--- config.mk ---
export PLATFORM = sky130hd
export DESIGN_NAME = fbcpe_back
export DESIGN_NICKNAME = d
export VERILOG_FILES = /design/src/sv/fbcpe_pkg.sv /design/src/sv/fbcpe_back.sv
export SDC_FILE = /design/constraint.sdc
export NUM_CORES = 1
export LEC_CHECK = 0
export ABC_AREA = 1
export BUFFER_PORTS_ARGS = -buffer_cell sky130_fd_sc_hd__buf_2
export CAP_MARGIN = 20
export CORE_MARGIN = 4
export CORE_UTILIZATION = 25
export DETAILED_ROUTE_END_ITERATION = 10
export GPL_ROUTABILITY_DRIVEN = 0
export GPL_TIMING_DRIVEN = 0
export SLEW_MARGIN = 40
export SYNTH_ARGS = -nofsm -noshare
export SYNTH_HDL_FRONTEND = slang
export SYNTH_SLANG_ARGS = --single-unit
--- constraint.sdc ---
create_clock -name clock -period 2 [get_ports clock]
set_clock_uncertainty 0.1 [all_clocks]
set_input_delay 0.3 -clock clock [delete_from_list [all_inputs] [get_ports clock]]
set_output_delay 0.3 -clock clock [all_outputs]
set_load 0.005 [all_outputs]
--- src/sv/fbcpe_pkg.sv ---
// Shared types, codes and defaults for the framebuffer change pixel expander.
package fbcpe_pkg;

   localparam int SCREEN_WIDTH_DEFAULT  = 1120;
   localparam int SCREEN_HEIGHT_DEFAULT = 832;

   localparam int ROW_WIDTH    = 10;
   localparam int COLUMN_WIDTH = 11;
   localparam int DATA_WIDTH   = 32;
   localparam int RGB_WIDTH    = 24;
   localparam int SHADOW_WIDTH = RGB_WIDTH + 1;
   localparam int CSR_INDEX_WIDTH = 3;
   localparam int QUEUE_DEPTH  = 4;

   localparam logic [1:0] MODE_MONO   = 2'd0;
   localparam logic [1:0] MODE_COLOR  = 2'd1;
   localparam logic [1:0] MODE_TRUE   = 2'd2;
   localparam logic [1:0] MODE_UNUSED = 2'd3;

   localparam logic [CSR_INDEX_WIDTH-1:0] CSR_PIXEL_MODE    = 3'd0;
   localparam logic [CSR_INDEX_WIDTH-1:0] CSR_PALETTE_ZERO  = 3'd1;
   localparam logic [CSR_INDEX_WIDTH-1:0] CSR_PALETTE_ONE   = 3'd2;
   localparam logic [CSR_INDEX_WIDTH-1:0] CSR_PALETTE_TWO   = 3'd3;
   localparam logic [CSR_INDEX_WIDTH-1:0] CSR_PALETTE_THREE = 3'd4;

   localparam logic [RGB_WIDTH-1:0] PALETTE_ZERO_RESET  = 24'hFFFFFF;
   localparam logic [RGB_WIDTH-1:0] PALETTE_ONE_RESET   = 24'hAAAAAA;
   localparam logic [RGB_WIDTH-1:0] PALETTE_TWO_RESET   = 24'h555555;
   localparam logic [RGB_WIDTH-1:0] PALETTE_THREE_RESET = 24'h000000;

   typedef logic [RGB_WIDTH-1:0] rgb_type;
   typedef rgb_type [3:0] palette_type;

   typedef struct packed {
      logic [COLUMN_WIDTH-1:0] column;
      logic [ROW_WIDTH-1:0]    row;
      logic [RGB_WIDTH-1:0]    word;
      logic [1:0]              mode;
   } item_type;

endpackage

--- src/sv/fbcpe_back.sv ---
// Back end: expands queued words into pixels and holds the result word.
module fbcpe_back (
   input  logic                                clock,
   input  logic                                reset,
   input  logic                                head_valid,
   input  fbcpe_pkg::item_type                 head_item,
   output logic                                pop,
   input  fbcpe_pkg::palette_type              palette,
   output logic                                rsp_valid,
   input  logic                                rsp_ready,
   output logic [fbcpe_pkg::COLUMN_WIDTH-1:0]  rsp_pixel_x,
   output logic [fbcpe_pkg::ROW_WIDTH-1:0]     rsp_pixel_y,
   output logic [fbcpe_pkg::RGB_WIDTH-1:0]     rsp_pixel_rgb,
   output logic                                rsp_last
);
   import fbcpe_pkg::*;

   logic [1:0]              sub_ff, sub_in;
   logic                    rsp_valid_ff;
   logic [COLUMN_WIDTH-1:0] x_ff, x_in;
   logic [ROW_WIDTH-1:0]    y_ff;
   logic [RGB_WIDTH-1:0]    rgb_ff, rgb_in;
   logic                    last_ff, last_in;
   logic                    out_free, emit;
   logic [1:0]              code;

   assign out_free = !rsp_valid_ff || rsp_ready;
   assign emit     = head_valid && out_free;

   always_comb begin
      case (sub_ff)
         2'd0:    code = head_item.word[7:6];
         2'd1:    code = head_item.word[5:4];
         2'd2:    code = head_item.word[3:2];
         default: code = head_item.word[1:0];
      endcase
      unique case (head_item.mode)
         MODE_MONO: begin
            rgb_in  = palette[code];
            x_in    = COLUMN_WIDTH'({head_item.column, sub_ff});
            last_in = (sub_ff == 2'd3);
         end
         MODE_COLOR: begin
            rgb_in  = {head_item.word[15:12], head_item.word[15:12],
                       head_item.word[11:8], head_item.word[11:8],
                       head_item.word[7:4], head_item.word[7:4]};
            x_in    = head_item.column;
            last_in = 1'b1;
         end
         default: begin
            rgb_in  = head_item.word;
            x_in    = head_item.column;
            last_in = 1'b1;
         end
      endcase
      sub_in = sub_ff;
      if (emit) begin
         sub_in = last_in ? 2'd0 : sub_ff + 2'd1;
      end
   end

   assign pop = emit && last_in;

   always_ff @(posedge clock) begin
      if (reset) begin
         sub_ff       <= 2'd0;
         rsp_valid_ff <= 1'b0;
      end else begin
         sub_ff <= sub_in;
         if (emit) begin
            rsp_valid_ff <= 1'b1;
         end else if (rsp_ready) begin
            rsp_valid_ff <= 1'b0;
         end
      end
   end

   always_ff @(posedge clock) begin
      if (emit) begin
         x_ff    <= x_in;
         y_ff    <= head_item.row;
         rgb_ff  <= rgb_in;
         last_ff <= last_in;
      end
   end

   assign rsp_valid     = rsp_valid_ff;
   assign rsp_pixel_x   = x_ff;
   assign rsp_pixel_y   = y_ff;
   assign rsp_pixel_rgb = rgb_ff;
   assign rsp_last      = last_ff;

   a_single_pixel_modes_pop: assert property (@(posedge clock) disable iff (reset)
      (emit && head_item.mode != MODE_MONO) |-> pop)
      else $error("Single pixel word not retired after one pixel.");

   a_sub_reset_after_pop: assert property (@(posedge clock) disable iff (reset)
      pop |=> (sub_ff == 2'd0))
      else $error("Pixel counter not cleared after the last pixel.");

endmodule

## Word-level counts from Yosys, hierarchy flattened

Cells that the tools add are included.

| operators by class | value |
|---|---|
| equal/unequal tests | 4 |
| $lt $le $gt $ge | 1 |
| reductions and logical operators | 7 |
| shift-type cells | 0 |
| div/mod/pow operators | 0 |
| muxes and demuxes | 9 |
| bitwise gates (word level) | 0 |
| multiply operators | 0 |
| $add $sub $neg | 1 |

Operators by type and width:

| kind | count |
|---|---|
| $bmux 24 s2 | 1 |
| $pmux 24 s2 | 1 |
| $mux 24 | 1 |
| $mux 11 | 1 |
| $pmux 2 s3 | 1 |
| $eq 2x1->1 const B | 2 |
| $eq 2x2->1 const B | 2 |
| $logic_not 2->1 | 2 |
| $lt 2x3->1 const B | 1 |
| $mux 1 | 3 |
| $add 2x1->2 const B | 1 |
| $logic_and 1x1->1 | 2 |
| $mux 2 | 1 |
| $reduce_bool 2->1 | 1 |
| $logic_not 1->1 | 1 |
| $logic_or 1x1->1 | 1 |

| word-level totals | value |
|---|---|
| flip-flop bits (word level) | 49 |
| ROM bits | 0 |
| bits of input ports | 147 |
| output and inout port bits | 48 |
| bits in latches | 0 |
| RAM bits | 0 |
| memories kept | 0 |

## Longest topological paths before layout

| logic depth | value |
|---|---|
| depth in word-level cells | 5 |
| gate-level depth with buffers | 13 |
| depth with buffers taken out | 11 |

## Least setup slack after synthesis

OpenSTA, ideal clock, no wires.

| timing path | value |
|---|---|
| path kind | input to register |
| from | input rsp_ready |
| to | register last_ff, in the netlist rsp_last (enable) |
| stages on the path | 4 |
| data required time | 1498 ps |
| buffers on the path | 0 |
| path slack | 70 ps |
| arrival | 1429 ps |
| library setup time | 402 ps |
| cell sequence | inv_1 > nand2_1 > nand2_1 > inv_1 |

| between the ends | value |
|---|---|
| cells in the longest elaborated chain, start to end | 2 |

RTL lines:

| item | line | source |
|---|---|---|
| from (decl) | fbcpe_back.sv:10 | `input logic rsp_ready,` |
| $logic_or 1x1->1 | fbcpe_back.sv:27 | `assign out_free = !rsp_valid_ff \|\| rsp_ready;` |
| $logic_and 1x1->1 | fbcpe_back.sv:28 | `assign emit = head_valid && out_free;` |
| named net emit | fbcpe_back.sv:24 | `logic out_free, emit;` |
| to (signal assigned) | fbcpe_back.sv:83 | `last_ff <= last_in;` |
| to (decl) | fbcpe_back.sv:23 | `logic last_ff, last_in;` |

The timed path passes the listed nets, and every way through them passes these cells.
A chain may end at the register's enable or synchronous reset.

## Worst setup path after layout

| timing path | value |
|---|---|
| from | register sub_ff[0] |
| to | register rgb_ff[9], in the netlist rsp_pixel_rgb[9] (data pin) |

| between the ends | value |
|---|---|
| cells in the longest elaborated chain, start to end | 5 |
| elaborated cells on any way between the ends | 7 |

RTL lines:

| item | line | source |
|---|---|---|
| from (decl) | fbcpe_back.sv:18 | `logic [1:0] sub_ff, sub_in;` |
| from (signal assigned) | fbcpe_back.sv:69 | `sub_ff <= sub_in;` |
| $eq 2x2->1 (tied with other cells) | fbcpe_back.sv:31 | `case (sub_ff)` |
| $pmux 2 s3 (*) | fbcpe_back.sv:31 |  |
| $bmux 24 s2 (*) | fbcpe_back.sv:39 | `rgb_in = palette[code];` |
| $mux 24 (implied by the code) (*) | fbcpe_back.sv:39 |  |
| $pmux 24 s2 (*) | fbcpe_back.sv:37 | `unique case (head_item.mode)` |
| named net rgb_in[9] | fbcpe_back.sv:22 | `logic [RGB_WIDTH-1:0] rgb_ff, rgb_in;` |
| to (signal assigned) | fbcpe_back.sv:82 | `rgb_ff <= rgb_in;` |
| to (decl) | fbcpe_back.sv:22 |  |

Mark *: on every way through the listed nets, which the timed path passes. The rest lies on a longest branch. The select of a mux whose other input is x is not followed.

==> reports/metrics.yaml <==
run_status:
  status: "finished, final reports clean"
timing:
  finalSetupViolCount: 0
  hold_viol: 0
  timing.fmax_mhz: 522
  period_share: 0.958
  tightestPinTransition_ps: 630
  slew_violations: 0
  period_minus_slack_ps: 1920
  hold_ws_ps: 86.3
  setup-tns-final_ps: 0
  grt_setup_unrepaired: "yes"
  relSlewSlack: 0.580
route:
  avgViaCountPerCell: 4.39
  wl_um: 13300
  drt-pass1-iter-count: 4
  drtIter0Drc: 199
  ant_nets: 0
  drc_errors: 0
  post_drt_wl_per_cell_um: 15.2
  num_vias: 3816
synthesis:
  syn_nets: 636
  ys_seq_area_frac: 0.414
  ys_top_cells_by_area: "edfxtp_1 (40%), nand2_1 (17%), inv_1 (11%)"
  synthCells: 484
  async_flop_share: 0
  synth_ff_type: "edfxtp_1"
  synth_top_area_share: 0.397
  syn_avg_cell_area_um2: 7.19
  synth_edf_count: 46
  yosysUniqueCellTypes: 21
  yosys_warnings: 0
  syn_area_um2: 3480
  synth.most_common_cell: "nand2_1"
  synth_top_area_cell: "edfxtp_1"
  ys_top_cells_by_count: "nand2_1 (155), inv_1 (104), nand3_1 (74)"
  ys_ff_latch: 49
power:
  p_total_w: 0.00300
  peakVddDrop_mv: 0.290
  total_leakage_power_nw: 2.83
  powerDensity_nw_per_um2: 573
job:
  drv_cap: 0
setup_path:
  required_ps: 1950
  reg2reg_slack_ps: 80
  crit_path_start_kind: "flop"
  worstReg2RegEnd: "rsp_pixel_rgb[9]"
  r2r_cells: 12
  worstSetupPathType: "flop to flop"
  critPathArrivalTime_ps: 1870
  worst-path-max-fanout: 6
  r2r-start: "sub_ff[0]"
  worstSetupEndpointType: "flop"
floorplanning:
  die_height_um: 126
  row_count: 42
  initial_core_util: 0.259
  dieArea_um2: 15900
  io_pins: 195
  coreArea_um2: 13500
  fp.dieW_um: 126
worst_hold_path:
  hold_end: "rsp_pixel_y[0]"
  hold_class: "input pin to flop"
  hold_depth: 1
  min_from: "head_item[26]"
clocking:
  root_buffer: "clkbuf_16"
  htree_levels: 2
  cts_tree: "yes"
  clock_latency_ps: 290
  numCtsBuffers: 5
  path_clk_slew_ps: 70
  clk_path_buf_depth: 2
  cts.sink_count: 49
  hold_buffers: 0
global_routing:
  grt_max_degree: 43
  grt_util_all_layers: 0.159
  antenna_found_initial: 4
  grt-ovfl-total: 0
  grt_pass1_wl_um: 19600
  grt_pass1_vias: 3756
place:
  port_buffers: 193
  dp_hpwl_um: 10700
final_layout:
  drive_above_1_share: 0.415
  area_growth_syn_to_layout_pct: 50.2
  fill_cells: 1479
  finalNetCount: 843
worst max-delay path, cell delays in order, from the launching register on:
cell	delay, ps
dfxtp_4	410
inv_6	60
ha_4	160
nand2_2	60
nand2_2	70
o21ai_4	200
buf_8	170
buf_8	130
nand2_1	60
nand3_2	60
nand3_2	60
nand2_1	90
inv_1	30
placed cells by master, fill, tap and decap left out, types with 12 or more instances in the layout:
cell type,synthesis,routed
inv_1,104,101
nand2_1,155,139
nand3_1,74,56
nand2_2,0,16
nand3b_1,32,32
o21ai_0,12,12
buf_2,14,198
edfxtp_1,46,46
nand3_2,0,18
repair_timing:
item                                    4_1_cts  5_1_grt
endpoints found under the hold margin         0        0
pin swaps                                     2       14
cloned                                        0        2
endpoints found under the setup margin       24       24
resized for setup                            14       65
setup buffers                                 4        0
registers in the layout, summed over array words and instances (netlist names):
| name | cells |
|---|---|
| rsp_last | 1 |
| rsp_pixel_y | 10 |
| sub_ff | 2 |
| rsp_valid | 1 |
| rsp_pixel_rgb | 24 |
| rsp_pixel_x | 11 |
power by group:
group	internal [W]	total (W)	switching [W]
combinational	0.000380	0.000807	0.000427
clock	0.000586	0.000955	0.000369
sequential	0.00121	0.00123	0.0000201
kinds of logic after synthesis:
group                      synth area share
DFF                                   0.414
AOI/OAI and AO/OA                    0.0453
buffers and inverters                 0.159
adders and majority gates            0.0180
and+or+nand+nor                       0.363
per-layer routing:
metal  global-route usage  vias up  wire length (um)
met5                    0        -                27
met4               0.0271        4               166
met3               0.0487       16              1260
met2                0.268      155              6230
met1                0.204     1714              5570
li1                     -     1927                 -
metrics by stage:
stage | std cells | util | area [um^2] | worst slack [ps]
detailed placement | 854 | 0.348 | 4690 | -221
CTS | 866 | 0.366 | 4930 | 8.88
floorplan | 484 | - | 3480 | 69.6
global route | 870 | 0.388 | 5230 | -34.5
finish | 870 | 0.388 | 5230 | 83.5
global placement | 853 | 0.347 | 4670 | -564
final cells by class:
class,instances,area (um^2),area share
Inverter,105,404,0.0773
Antenna cell,2,5.00,0.000958
Sequential cell,49,1450,0.277
Multi-Input combinational cell,303,1680,0.321
Clock buffer,5,125,0.0239
Timing Repair Buffer,200,1090,0.208
Buffer,27,219,0.0419
Tap cell,176,220,0.0421
Clock inverter,3,41.3,0.00790
worst max-delay path by stage:
stage               slack (ps)      start                end
floorplan                   70  rsp_ready           rsp_last
global placement          -560  rsp_ready  rsp_pixel_rgb[16]
detailed placement        -220  sub_ff[0]   rsp_pixel_rgb[9]
CTS                          9  sub_ff[0]   rsp_pixel_rgb[9]
global route               -30  sub_ff[0]  rsp_pixel_rgb[10]
finish                      80  sub_ff[0]   rsp_pixel_rgb[9]
Note: power is estimated with default switching activity, not from simulation.
