### src/sv/fbcpe_pkg.sv
// Shared types, codes and defaults for the framebuffer change pixel expander.
package fbcpe_pkg;

   localparam int SCREEN_WIDTH_DEFAULT  = 1120;
   localparam int SCREEN_HEIGHT_DEFAULT = 832;

   localparam int ROW_WIDTH    = 10;
   localparam int COLUMN_WIDTH = 11;
   localparam int DATA_WIDTH   = 32;
   localparam int RGB_WIDTH    = 24;
   localparam int SHADOW_WIDTH = RGB_WIDTH + 1;
   localparam int CSR_INDEX_WIDTH = 3;
   localparam int QUEUE_DEPTH  = 4;

   localparam logic [1:0] MODE_MONO   = 2'd0;
   localparam logic [1:0] MODE_COLOR  = 2'd1;
   localparam logic [1:0] MODE_TRUE   = 2'd2;
   localparam logic [1:0] MODE_UNUSED = 2'd3;

   localparam logic [CSR_INDEX_WIDTH-1:0] CSR_PIXEL_MODE    = 3'd0;
   localparam logic [CSR_INDEX_WIDTH-1:0] CSR_PALETTE_ZERO  = 3'd1;
   localparam logic [CSR_INDEX_WIDTH-1:0] CSR_PALETTE_ONE   = 3'd2;
   localparam logic [CSR_INDEX_WIDTH-1:0] CSR_PALETTE_TWO   = 3'd3;
   localparam logic [CSR_INDEX_WIDTH-1:0] CSR_PALETTE_THREE = 3'd4;

   localparam logic [RGB_WIDTH-1:0] PALETTE_ZERO_RESET  = 24'hFFFFFF;
   localparam logic [RGB_WIDTH-1:0] PALETTE_ONE_RESET   = 24'hAAAAAA;
   localparam logic [RGB_WIDTH-1:0] PALETTE_TWO_RESET   = 24'h555555;
   localparam logic [RGB_WIDTH-1:0] PALETTE_THREE_RESET = 24'h000000;

   typedef logic [RGB_WIDTH-1:0] rgb_type;
   typedef rgb_type [3:0] palette_type;

   typedef struct packed {
      logic [COLUMN_WIDTH-1:0] column;
      logic [ROW_WIDTH-1:0]    row;
      logic [RGB_WIDTH-1:0]    word;
      logic [1:0]              mode;
   } item_type;

endpackage

### src/sv/fbcpe_queue.sv
// Short first-word-fall-through queue of changed words between front and back end.
module fbcpe_queue (
   input  logic                clock,
   input  logic                reset,
   input  logic                push,
   input  fbcpe_pkg::item_type push_item,
   output logic                push_ready,
   input  logic                pop,
   output logic                head_valid,
   output fbcpe_pkg::item_type head_item
);
   import fbcpe_pkg::*;

   localparam int PtrWidth = $clog2(QUEUE_DEPTH);

   item_type              entries_ff [QUEUE_DEPTH];
   logic [PtrWidth-1:0]   wptr_ff, rptr_ff;
   logic [PtrWidth:0]     count_ff, count_in;

   assign push_ready = count_ff != (PtrWidth + 1)'(QUEUE_DEPTH);
   assign head_valid = count_ff != '0;
   assign head_item  = entries_ff[rptr_ff];

   always_comb begin
      count_in = count_ff;
      if (push && !pop) begin
         count_in = count_ff + 1'b1;
      end else if (pop && !push) begin
         count_in = count_ff - 1'b1;
      end
   end

   always_ff @(posedge clock) begin
      if (reset) begin
         wptr_ff  <= '0;
         rptr_ff  <= '0;
         count_ff <= '0;
      end else begin
         count_ff <= count_in;
         if (push) begin
            wptr_ff <= wptr_ff + 1'b1;
         end
         if (pop) begin
            rptr_ff <= rptr_ff + 1'b1;
         end
      end
   end

   always_ff @(posedge clock) begin
      if (push) begin
         entries_ff[wptr_ff] <= push_item;
      end
   end

   a_no_overflow: assert property (@(posedge clock) disable iff (reset)
      push |-> (push_ready || pop))
      else $error("Queue written while full.");

endmodule

### config.mk
export PLATFORM = sky130hd
export DESIGN_NAME = fbcpe_queue
export DESIGN_NICKNAME = d
export VERILOG_FILES = /design/src/sv/fbcpe_pkg.sv /design/src/sv/fbcpe_queue.sv
export SDC_FILE = /design/constraint.sdc
export NUM_CORES = 1
export LEC_CHECK = 0
export ABC_CLOCK_PERIOD_IN_PS = 2700
export BUFFER_PORTS_ARGS = -buffer_cell sky130_fd_sc_hd__buf_2
export CAP_MARGIN = 20
export CORE_MARGIN = 2
export CORE_UTILIZATION = 35
export CTS_CLUSTER_DIAMETER = 50
export DETAILED_ROUTE_END_ITERATION = 7
export GPL_ROUTABILITY_DRIVEN = 1
export GPL_TIMING_DRIVEN = 0
export PLACE_DENSITY = 0.63
export SLEW_MARGIN = 20
export SYNTH_ARGS = -nofsm -noshare
export SYNTH_HDL_FRONTEND = slang
export SYNTH_SLANG_ARGS = --single-unit
### constraint.sdc
create_clock -name clock -period 2.7 [get_ports clock]
set_input_delay 0 -clock clock [delete_from_list [all_inputs] [get_ports clock]]
set_output_delay 0 -clock clock [all_outputs]
set_load 0.01 [all_outputs]
# Word-level counts from Yosys, hierarchy flattened
# Memory sizes are Yosys's and may differ from the RTL's. A register that Yosys moved wholly into a read port is not among the register bits.
# Cells that the tools add are included.
[totals] register_bits=7 latch_bits=0 ram_bits=188 mem_bits_ro=0 wordCells=21 mem_count=1
[classes] add_sub_neg=4 n_mul=0 div_mod_pow=0 magnitude_cmp=0 eq_ne=1 shifts=0 n_mux=6 n_bitwise=0 reduce_logical=6
[memory_table] name="entries_ff" words=4 word_bits=47 rd=1 rd_ports_with_merged_regs=1 write_ports=1 line_no="fbcpe_queue.sv:16" source="item_type entries_ff [QUEUE_DEPTH];"
[ops] op="$mux W3" count=2
[ops] op="$add A2 B1 Y2 const B" count=2
[ops] op="$mux W2" count=2
[ops] op="$add A3 B1 Y3 const B" count=1
[ops] op="$ne A3 B3 Y1 const B" count=1
[ops] op="$reduce_bool A3 Y1" count=1
[ops] op="$sub A3 B1 Y3 const B" count=1
[ops] op="$logic_and A1 B1 Y1" count=2
[ops] op="$logic_not A1 Y1" count=2
[ops] op="$mux W1" count=2
[ops] op="$reduce_bool A2 Y1" count=1

# Depth between registers and ports, before layout
# Gate-level depths: netlist (run 1).
[logic_depth] depth_word=4 mapped_depth=7

# Worst setup path before layout (run 1)
# OpenSTA, ideal clock, no wires.
[synth_timing] kind="register -> register" startpoint="register wptr_ff[0]" endpoint="memory entries_ff[2][0] (netlist name), enable pin" setup_time_ps=409 arrival_time_ps=1667 t_required_ps=2291 setup_slack_ps=623 stages_incl_launch_ff=4 path_buffers=0 period_less_slack_ps=2077 cell_sequence="dfxtp_1 > inv_1 > ha_1 > and2_1"
[synth_rtl] item="start, declared" line_no="fbcpe_queue.sv:17" source="logic [PtrWidth-1:0] wptr_ff, rptr_ff;"
[synth_rtl] item="start signal, assigned" line_no="fbcpe_queue.sv:41" source="wptr_ff <= wptr_ff + 1'b1;"
[synth_rtl] item="end, declared" line_no="fbcpe_queue.sv:16"
# Straight into the memory's write port.

==> results.py, run 1 <==
metrics = {
    "final_layout": {
        "stdcell_area_mm2": 0.00925,
        "multiInputGateArea_mm2": 0.00130,
        "fin_nets": 519,
        "fill_cells": 1708,
        "seqCellArea_mm2": 0.00583,
        "area_growth_pct": 27.8,
        "insertedDiodeCount": 0,
        "drive_gt1_share_pct": 40.0,
    },
    "routing": {
        "viasPerCell": 4.60,
        "met2WireLength_um": 6560,
        "dr.first_iter.drc_count": 190,
        "drc": 0,
        "drt-total-wl_um": 12900,
        "routed.top_layer": "met4",
        "drt-met1-wl_um": 5580,
        "drtAntennaViolNets": 0,
        "wl_met3_um": 586,
        "vias": 3420,
        "drt-wirelength-per-cell_um": 17.3,
        "drtPass1Iterations": 4,
    },
    "global_routing": {
        "grt_pass1_vias": 3782,
        "antenna_found_initial": 0,
        "grtUsageTotal_pct": 12.6,
        "grt_pass1_wl_um": 20300,
        "overflow": 0,
        "grt_max_degree": 42,
    },
    "sta": {
        "max_freq_mhz": 524,
        "setup-violations-final": 0,
        "final_hold_viol_count": 0,
        "skew_ns": 0.00535,
        "maxSlewViolCount": 0,
        "fin_ws_ns": 0.792,
        "rsz0062_at_grt": "no",
        "worstMarginPinSlew_ns": 0.631,
        "fin_crit_ns": 1.91,
        "finalCritPeriodShare_pct": 70.7,
        "relSlewSlack_pct": 57.9,
        "whs_ns": 0.323,
    },
    "clock_network": {
        "cts_tree": "built",
        "clk_pin_slew_worst_paths_ns": 0.07,
        "cts.path.max_buffers": 2,
        "cts.repair.resized": 0,
        "cts_made_buffers": 17,
        "cts_root_buffer": "clkbuf_16",
        "cts_setup_buffers": 0,
        "htreeDepth": 4,
        "cts_sinks": 197,
        "insertion_delay_ns": 0.42,
    },
    "power": {
        "p_leak_nw": 3.17,
        "powerDensity_mw_per_mm2": 725,
        "ir_drop_mv": 0.396,
        "total_power_mw": 6.71,
    },
    "placement": {
        "port_buffers": 98,
        "placed_area_mm2": 0.00818,
        "gp_congestion": 0.677,
        "dp_hpwl_um": 7740,
        "dp_slack_ns": 1.11,
    },
    "min_path": {
        "hold_start": "push_item[9]",
        "worstHoldEndpoint": "entries_ff[3][9]",
        "hold_depth": 2,
        "hp-class": "input pin to register",
    },
    "logic_synthesis": {
        "synth-edff-count": 188,
        "synth-seq-area-share_pct": 80.5,
        "synth-async-reset-ratio_pct": 0,
        "synth_cells": 290,
        "syn_area_mm2": 0.00724,
        "synthTopCellsByCount": "edfxtp_1, mux4_2, dfxtp_1, nor2_1, ha_1",
        "yosysWarnings": 0,
        "synth_ff_type": "edfxtp_1",
        "synthTopCellsByArea": "edfxtp_1, mux4_2, dfxtp_1",
        "synthDistinctLibCells": 20,
        "ys_ff_latch": 197,
        "synth_area_leader_cell": "edfxtp_1",
        "syn_avg_cell_area_um2": 25.0,
        "synth_top_area_share_pct": 78.0,
        "synth.most_common_cell": "edfxtp_1",
        "synth_fp_nets": 347,
    },
    "critical_path": {
        "path_max_fanout": 10,
        "ff2ff_path_depth": 4,
        "cp.required_ns": 2.70,
        "cp.arrival_ns": 1.91,
        "r2r_start": "wptr_ff[0]",
        "reg2reg_slack_ns": 1.14,
        "timing.rr.end": "entries_ff[0][12]",
        "endpoint_kind": "output port",
        "crit_type": "register to output port",
        "start_kind": "register",
    },
    "die": {
        "io_pins": 100,
        "initial_core_util_pct": 35.8,
        "die-area_mm2": 0.0218,
        "rows": 52,
        "core_area_mm2": 0.0202,
        "die_h_um": 148,
        "die_w_um": 148,
    },
    "status": {
        "status": "completed",
    },
    "job": {
        "maxCapViolCount": 0,
    },
}
layer usage:
| metal | global-route usage (%) | vias up |
|---|---|---|
| li1 | - | 1554 |
| met1 | 15.7 | 1777 |
| met2 | 21.1 | 80 |
| met3 | 4.07 | 9 |
| met4 | 3.75 | 0 |
| met5 | 0 | - |
report_power, final:
part / leakage, nW / internal (mW) / switching, mW
clock network: 0.272 / 1.35 / 1.06
logic: 1.09 / 0.381 / 0.365
registers: 1.80 / 3.50 / 0.0388
timing repair:
item,CTS,global route
setup endpoints to repair,0,0
hold buffers,51,0
endpoints found under the hold margin,197,0
cell families (layout without fill, tap and decap cells):
| kind of cell | count (synthesis) | in the layout | share of synthesized area, % |
|---|---|---|---|
| AO/OA/AOI/OAI | 2 | 2 | 0.138 |
| XOR/XNOR | 5 | 5 | 0.605 |
| adder cells (fa/ha/maj) | 6 | 6 | 1.14 |
| buffers and inverters | 15 | 198 | 1.68 |
| flip-flops | 197 | 197 | 80.5 |
| multiplexers | 49 | 49 | 14.9 |
| AND/OR/NAND/NOR | 16 | 16 | 1.04 |
stage by stage:
| stage | std cells | util, % | TNS [ns] |
|---|---|---|---|
| 6_report | 743 | 45.7 | 0 |
| 3_5_place_dp | 662 | 40.4 | 0 |
| 5_1_grt | 743 | 45.7 | 0 |
| 3_3_place_gp | 658 | 39.9 | -73.28 |
| 2_1_floorplan | 290 | - | 0 |
| 4_1_cts | 743 | 45.7 | 0 |
state kept, by name, indices dropped and copies added (netlist names), named ones only:
| register | flops |
|---|---|
| count_ff | 3 |
| entries_ff | 188 |
| rptr_ff | 2 |
| wptr_ff | 2 |
layout make-up:
cell class                      count  share of cell area (%)
Buffer                             11                    1.15
Clock buffer                       17                    4.60
Clock inverter                     13                    1.43
Inverter                            4                   0.162
Multi-Input combinational cell     78                    14.1
Sequential cell                   197                    63.0
Tap cell                          270                    3.65
Timing Repair Buffer              153                    11.9
worst max-delay path by stage:
stage	from	to	slack, ns	depth (start not counted)
CTS	register	head_item[6]	0.74	4
global route	register	head_item[21]	0.68	4
global placement	wptr_ff[0]	entries_ff[2][12]	-0.40	3
floorplan	wptr_ff[0]	entries_ff[2][0]	0.62	3
finish	register	head_item[11]	0.79	4
detailed placement	wptr_ff[0]	entries_ff[0][3]	1.11	4
worst max-delay path: stages, from the launching register on:
cell and delay, ns:
dfxtp_1 0.32, buf_2 0.30, buf_2 0.36, mux4_2 0.36, buf_2 0.15
placed cells by master, fill, tap and decap left out, types with 2 or more instances in the layout:
master         synthesis  layout
mux2i_1                2       2
clkinv_4               0       2
clkinv_1               0       3
bufinv_16              0       2
nor2_1                 8       8
xnor2_1                2       2
buf_16                 0       3
edfxtp_1             188     188
xor2_1                 3       3
inv_1                  4       4
ha_1                   5       5
clkinv_2               0       2
clkbuf_1               2       2
nand2_1                2       2
and2_4                 0       4
or3_1                  2       2
inv_6                  0       3
dfxtp_1                9       9
dlygate4sd3_1          0      51
clkbuf_16              0      17
buf_2                  4     102
buf_12                 3       4
mux4_2                47      47
No activity file was read; power rests on OpenSTA's default activity.
==> inputs of run 2 (changes only) <==
--- a/config.mk
+++ b/config.mk
@@ -5,7 +5,7 @@
 export SDC_FILE = /design/constraint.sdc
 export NUM_CORES = 1
 export LEC_CHECK = 0
-export ABC_CLOCK_PERIOD_IN_PS = 2700
+export ABC_CLOCK_PERIOD_IN_PS = 1700
 export BUFFER_PORTS_ARGS = -buffer_cell sky130_fd_sc_hd__buf_2
 export CAP_MARGIN = 20
 export CORE_MARGIN = 2
@@ -14,7 +14,7 @@
 export DETAILED_ROUTE_END_ITERATION = 7
 export GPL_ROUTABILITY_DRIVEN = 1
 export GPL_TIMING_DRIVEN = 0
-export PLACE_DENSITY = 0.63
+export PLACE_DENSITY = 0.65
 export SLEW_MARGIN = 20
 export SYNTH_ARGS = -nofsm -noshare
 export SYNTH_HDL_FRONTEND = slang
==> constraint.sdc (replaced) <==
create_clock -name clock -period 1.7 [get_ports clock]
set_input_delay 0 -clock clock [delete_from_list [all_inputs] [get_ports clock]]
set_output_delay 0 -clock clock [all_outputs]
set_load 0.01 [all_outputs]
==> results.py, run 2 (same netlist as run 1, synthesis figures left out) <==
metrics = {
    "sta": {
        "rsz0062_at_grt": "yes",
        "fin_crit_ns": 1.77,
        "fin_ws_ns": -0.0693,
        "whs_ns": 0.329,
        "relSlewSlack_pct": 69.9,
        "max_freq_mhz": 565,
        "tns_ns": -1.53,
        "worstMarginPinSlew_ns": 0.451,
        "maxSlewViolCount": 0,
        "skew_ns": 0.00977,
        "final_hold_viol_count": 0,
        "finalCritPeriodShare_pct": 104,
        "setup-violations-final": 41,
    },
    "critical_path": {
        "cp.arrival_ns": 1.77,
        "crit_path_cell_trace": "buf_12 > buf_4 > mux4_2 > buf_2",
        "start_kind": "register",
        "cpMaxStageDelayCell": "mux4_2",
        "cp.required_ns": 1.70,
        "cp.buffers_inverters": 3,
        "cpPeakStageDelay_ns": 0.52,
        "path_max_fanout": 10,
        "endpoint_kind": "output port",
        "path_delay_family": "multiplexers",
        "crit_type": "register to output port",
    },
    "routing": {
        "drt-total-wl_um": 13900,
        "vias": 3484,
        "viasPerCell": 4.64,
        "drtAntennaViolNets": 0,
        "drtPass1Iterations": 4,
        "drt-wirelength-per-cell_um": 18.5,
        "drc": 0,
        "dr.first_iter.drc_count": 141,
    },
    "placement": {
        "dp_slack_ns": 0.0323,
        "gp_congestion": 0.704,
        "dp_hpwl_um": 7340,
        "port_buffers": 98,
        "placed_area_mm2": 0.00808,
        "placed_cells_incl_taps": 658,
    },
    "global_routing": {
        "antenna_found_initial": 0,
        "overflow": 0,
        "grt_pass1_wl_um": 20000,
        "grt_max_degree": 48,
        "grt_pass1_vias": 3732,
        "grtUsageTotal_pct": 12.4,
    },
    "power": {
        "p_leak_nw": 3.21,
        "p_sw_share_pct": 22.2,
        "p_sw_mw": 2.33,
        "clock_power_share_pct": 33.1,
        "powerDensity_mw_per_mm2": 1110,
        "comb_power_share_pct": 13.0,
        "seq_power_share_pct": 53.9,
        "internal_power_mw": 8.13,
        "ir_drop_mv": 0.651,
        "total_power_mw": 10.5,
    },
    "clock_network": {
        "cts_tree": "built",
        "cts_made_buffers": 17,
        "cts_root_buffer": "clkbuf_16",
        "cts.path.max_buffers": 2,
        "cts_sinks": 197,
        "insertion_delay_ns": 0.42,
        "clk_pin_slew_worst_paths_ns": 0.07,
        "htreeDepth": 4,
    },
    "final_layout": {
        "layout_commonest_cell": "edfxtp_1",
        "drive_gt1_share_pct": 40.7,
        "stdcell_area_mm2": 0.00939,
        "area_growth_pct": 29.8,
        "fin_nets": 527,
        "reg_top3": "entries_ff (188), count_ff (3)",
        "final_core_util_pct": 46.4,
        "stdcell_count": 751,
        "insertedDiodeCount": 0,
        "fill_cells": 1730,
        "layout_common_cells": "edfxtp_1, buf_2, dlygate4sd3_1, mux4_2, buf_6",
        "regMostFlops": "entries_ff",
        "largest_reg_flops": 188,
    },
    "die": {
        "die_h_um": 148,
        "rows": 52,
        "core_area_mm2": 0.0202,
        "io_pins": 100,
        "die-area_mm2": 0.0218,
        "die_w_um": 148,
        "initial_core_util_pct": 35.8,
    },
    "status": {
        "failed_checks": "negative setup slack",
        "status": "complete, but fails checks",
    },
    "min_path": {
        "hp-class": "input pin to register",
    },
    "job": {
        "maxCapViolCount": 0,
    },
}
==> run 2: cell count changes in the layout (fill, tap and decap cells not counted), moves of 3 or more <==
cell,before,now
buf_6,1,22
clkinvlp_4,1,4
and2_4,4,8
buf_2,102,76
buf_4,1,9
buf_16,3,0
clkbuf_16,17,20
==> run 2: power by group through the flow <==
stage / combinational (mW) / sequential [mW] / clock, mW
final: 1.36 / 5.63 / 3.47
after global placement: 1.07 / 5.73 / 0
after global routing: 1.48 / 5.65 / 3.74
after CTS: 1.26 / 5.64 / 3.56
after floorplan: 0.662 / 5.72 / 0
after detailed placement: 1.09 / 5.74 / 0
==> run 2: final cells by class <==
type	instances	area, µm²	area share [%]
Buffer	11	126	1.35
Clock buffer	19	433	4.61
Clock inverter	11	63.8	0.679
Inverter	4	15.0	0.160
Multi-Input combinational cell	82	1340	14.2
Sequential cell	197	5830	62.0
Tap cell	270	338	3.60
Timing Repair Buffer	157	1250	13.3
==> run 2: routing by layer <==
layer  part of all wire, %  global-route usage [%]  vias to the layer above
met5                     0                       0                        -
met4                   1.4                    5.19                        0
met3                   4.4                    3.58                       15
met2                    51                    20.6                       78
met1                    44                    15.4                     1823
li1                      -                       -                     1568
==> run 2: worst register-to-register path, cell delays in order (launching register included) <==
cell and delay [ns]:
dfxtp_1 0.36, fa_1 0.44, xor2_1 0.17, or3_1 0.32, a21oi_1 0.20
==> run 2: path summary, 6_finish.rpt <==
kind	depth (start not counted)	slack (ns)	to	start
worst max-delay path	4	-0.07	head_item[43]	register
worst min-delay path	2	0.33	entries_ff[2][38]	push_item[38]
worst max register to register	4	0.13	count_ff[2]	count_ff[0]
worst min register to register	2	0.55	register	rptr_ff[1]
==> run 2: repair_timing <==
item	CTS	global route
resized for setup	18	19
setup buffers	3	1
pin swaps	0	0
setup endpoints to repair	47	235
hold buffers	52	0
hold endpoints to repair	197	0
cloned	0	7
==> inputs of run 3 (changes only) <==
--- a/config.mk
+++ b/config.mk
@@ -14,7 +14,6 @@
 export DETAILED_ROUTE_END_ITERATION = 7
 export GPL_ROUTABILITY_DRIVEN = 1
 export GPL_TIMING_DRIVEN = 0
-export PLACE_DENSITY = 0.65
 export SLEW_MARGIN = 20
 export SYNTH_ARGS = -nofsm -noshare
 export SYNTH_HDL_FRONTEND = slang
==> results.py, run 3 (same netlist as run 1, synthesis figures left out) <==
metrics = {
    "sta": {
        "relSlewSlack_pct": 72.5,
        "tns_ns": -1.73,
        "fin_crit_ns": 1.78,
        "setup-violations-final": 40,
        "whs_ns": 0.135,
        "max_freq_mhz": 562,
        "fin_ws_ns": -0.0784,
        "maxSlewViolCount": 0,
        "rsz0062_at_grt": "yes",
        "worstMarginPinSlew_ns": 0.413,
        "finalCritPeriodShare_pct": 105,
        "skew_ns": 0.00606,
        "final_hold_viol_count": 0,
    },
    "global_routing": {
        "grt_pass1_vias": 3745,
        "grt_max_degree": 39,
        "grtUsageTotal_pct": 12.9,
        "grt_pass1_wl_um": 20600,
        "overflow": 0,
        "antenna_found_initial": 0,
    },
    "die": {
        "die_w_um": 148,
        "die_h_um": 148,
        "die-area_mm2": 0.0218,
        "io_pins": 100,
        "initial_core_util_pct": 35.8,
        "rows": 52,
        "core_area_mm2": 0.0202,
    },
    "placement": {
        "dp_hpwl_um": 8030,
        "dp_slack_ns": 0.0783,
        "gp_congestion": 0.634,
        "port_buffers": 98,
    },
    "min_path": {
        "hold_depth": 2,
        "hp-class": "input pin to register",
        "worstHoldEndpoint": "entries_ff[0][46]",
        "hold_start": "push",
    },
    "critical_path": {
        "path_max_fanout": 10,
        "reg2reg_slack_ns": 0.12,
        "cp.required_ns": 1.70,
        "endpoint_kind": "output port",
        "timing.rr.end": "entries_ff[3][20]",
        "crit_type": "register to output port",
        "r2r_start": "wptr_ff[0]",
        "cp.arrival_ns": 1.78,
        "start_kind": "register",
        "ff2ff_path_depth": 3,
    },
    "clock_network": {
        "cts.path.max_buffers": 2,
        "cts_tree": "built",
        "clk_pin_slew_worst_paths_ns": 0.06,
        "htreeDepth": 4,
        "cts_sinks": 197,
        "cts_made_buffers": 17,
        "cts_root_buffer": "clkbuf_16",
        "insertion_delay_ns": 0.42,
    },
    "routing": {
        "viasPerCell": 4.60,
        "drtAntennaViolNets": 0,
        "dr.first_iter.drc_count": 137,
        "drt-wirelength-per-cell_um": 17.7,
        "drc": 0,
        "drtPass1Iterations": 5,
        "vias": 3454,
        "drt-total-wl_um": 13300,
    },
    "final_layout": {
        "regMostFlops": "entries_ff",
        "seqCellArea_mm2": 0.00583,
        "reg_top3": "entries_ff (188), count_ff (3)",
        "insertedDiodeCount": 0,
        "fin_nets": 525,
        "layout_common_cells": "edfxtp_1, buf_2, dlygate4sd3_1, mux4_2, buf_6",
        "largest_reg_flops": 188,
        "layout_commonest_cell": "edfxtp_1",
        "drive_gt1_share_pct": 41.6,
        "multiInputGateArea_mm2": 0.00132,
        "fill_cells": 1693,
        "area_growth_pct": 30.9,
    },
    "power": {
        "p_leak_nw": 3.25,
        "powerDensity_mw_per_mm2": 1140,
        "ir_drop_mv": 0.647,
        "total_power_mw": 10.8,
    },
    "status": {
        "failed_checks": "negative setup slack",
        "status": "complete, but fails checks",
    },
    "job": {
        "maxCapViolCount": 0,
    },
}
-- run 3: cell types whose count changed in the layout (fill, tap and decap cells not counted), moves of 2 or more --
cell / change
and2_4: -4
buf_12: +3
bufinv_16: +2
clkbuf_16: -2
clkinv_4: +3
clkinvlp_4: -4
-- run 3: how the worst max path moves through the flow --
stage | start | endpoint | slack (ns)
floorplan | wptr_ff[0] | entries_ff[2][0] | 0.13
global placement | wptr_ff[0] | entries_ff[0][14] | -0.43
detailed placement | push | count_ff[2] | 0.08
CTS | register | head_item[27] | -0.13
global route | register | head_item[10] | -0.17
finish | register | head_item[10] | -0.08
-- run 3: final cells by class --
| type | instances | area share [%] |
|---|---|---|
| Clock buffer | 18 | 4.53 |
| Timing Repair Buffer | 158 | 13.6 |
| Sequential cell | 197 | 61.5 |
| Buffer | 11 | 1.33 |
| Multi-Input combinational cell | 79 | 13.9 |
| Inverter | 4 | 0.158 |
| Clock inverter | 14 | 1.41 |
| Tap cell | 270 | 3.57 |
-- run 3: metrics by stage --
| step | util, % | cells | instance area (µm²) |
|---|---|---|---|
| after floorplan | - | 290 | 7240 |
| after global routing | 46.8 | 751 | 9470 |
| after detailed placement | 40.3 | 662 | 8160 |
| after global placement | 39.9 | 658 | 8070 |
| after CTS | 46.2 | 747 | 9350 |
| final | 46.8 | 751 | 9470 |
-- run 3: timing repair --
action | in CTS | in global routing
setup buffers | 2 | 2
cloned | 0 | 2
gates resized for setup | 20 | 14
setup endpoints to repair | 47 | 47
hold buffers | 51 | 0
hold endpoints to repair | 197 | 0
pin swaps | 0 | 0
-- run 3: critical path, cell delays in order (launching register included) --
cell and delay [ns]:
dfxtp_2 0.35, buf_12 0.16, buf_12 0.16, mux4_2 0.53
buf_6 0.14
-- run 3: report_power, final --
group | leakage [nW] | internal [mW] | switching, mW
sequential | 1.80 | 5.57 | 0.0640
clock | 0.278 | 2.15 | 1.69
combinational | 1.17 | 0.735 | 0.616
-- run 3: per-layer routing --
metal	GRT usage, %	vias up	wire [µm]
li1	-	1575	-
met1	15.9	1781	5720
met2	22.0	85	6810
met3	3.58	13	589
met4	4.47	0	164
met5	0	-	0
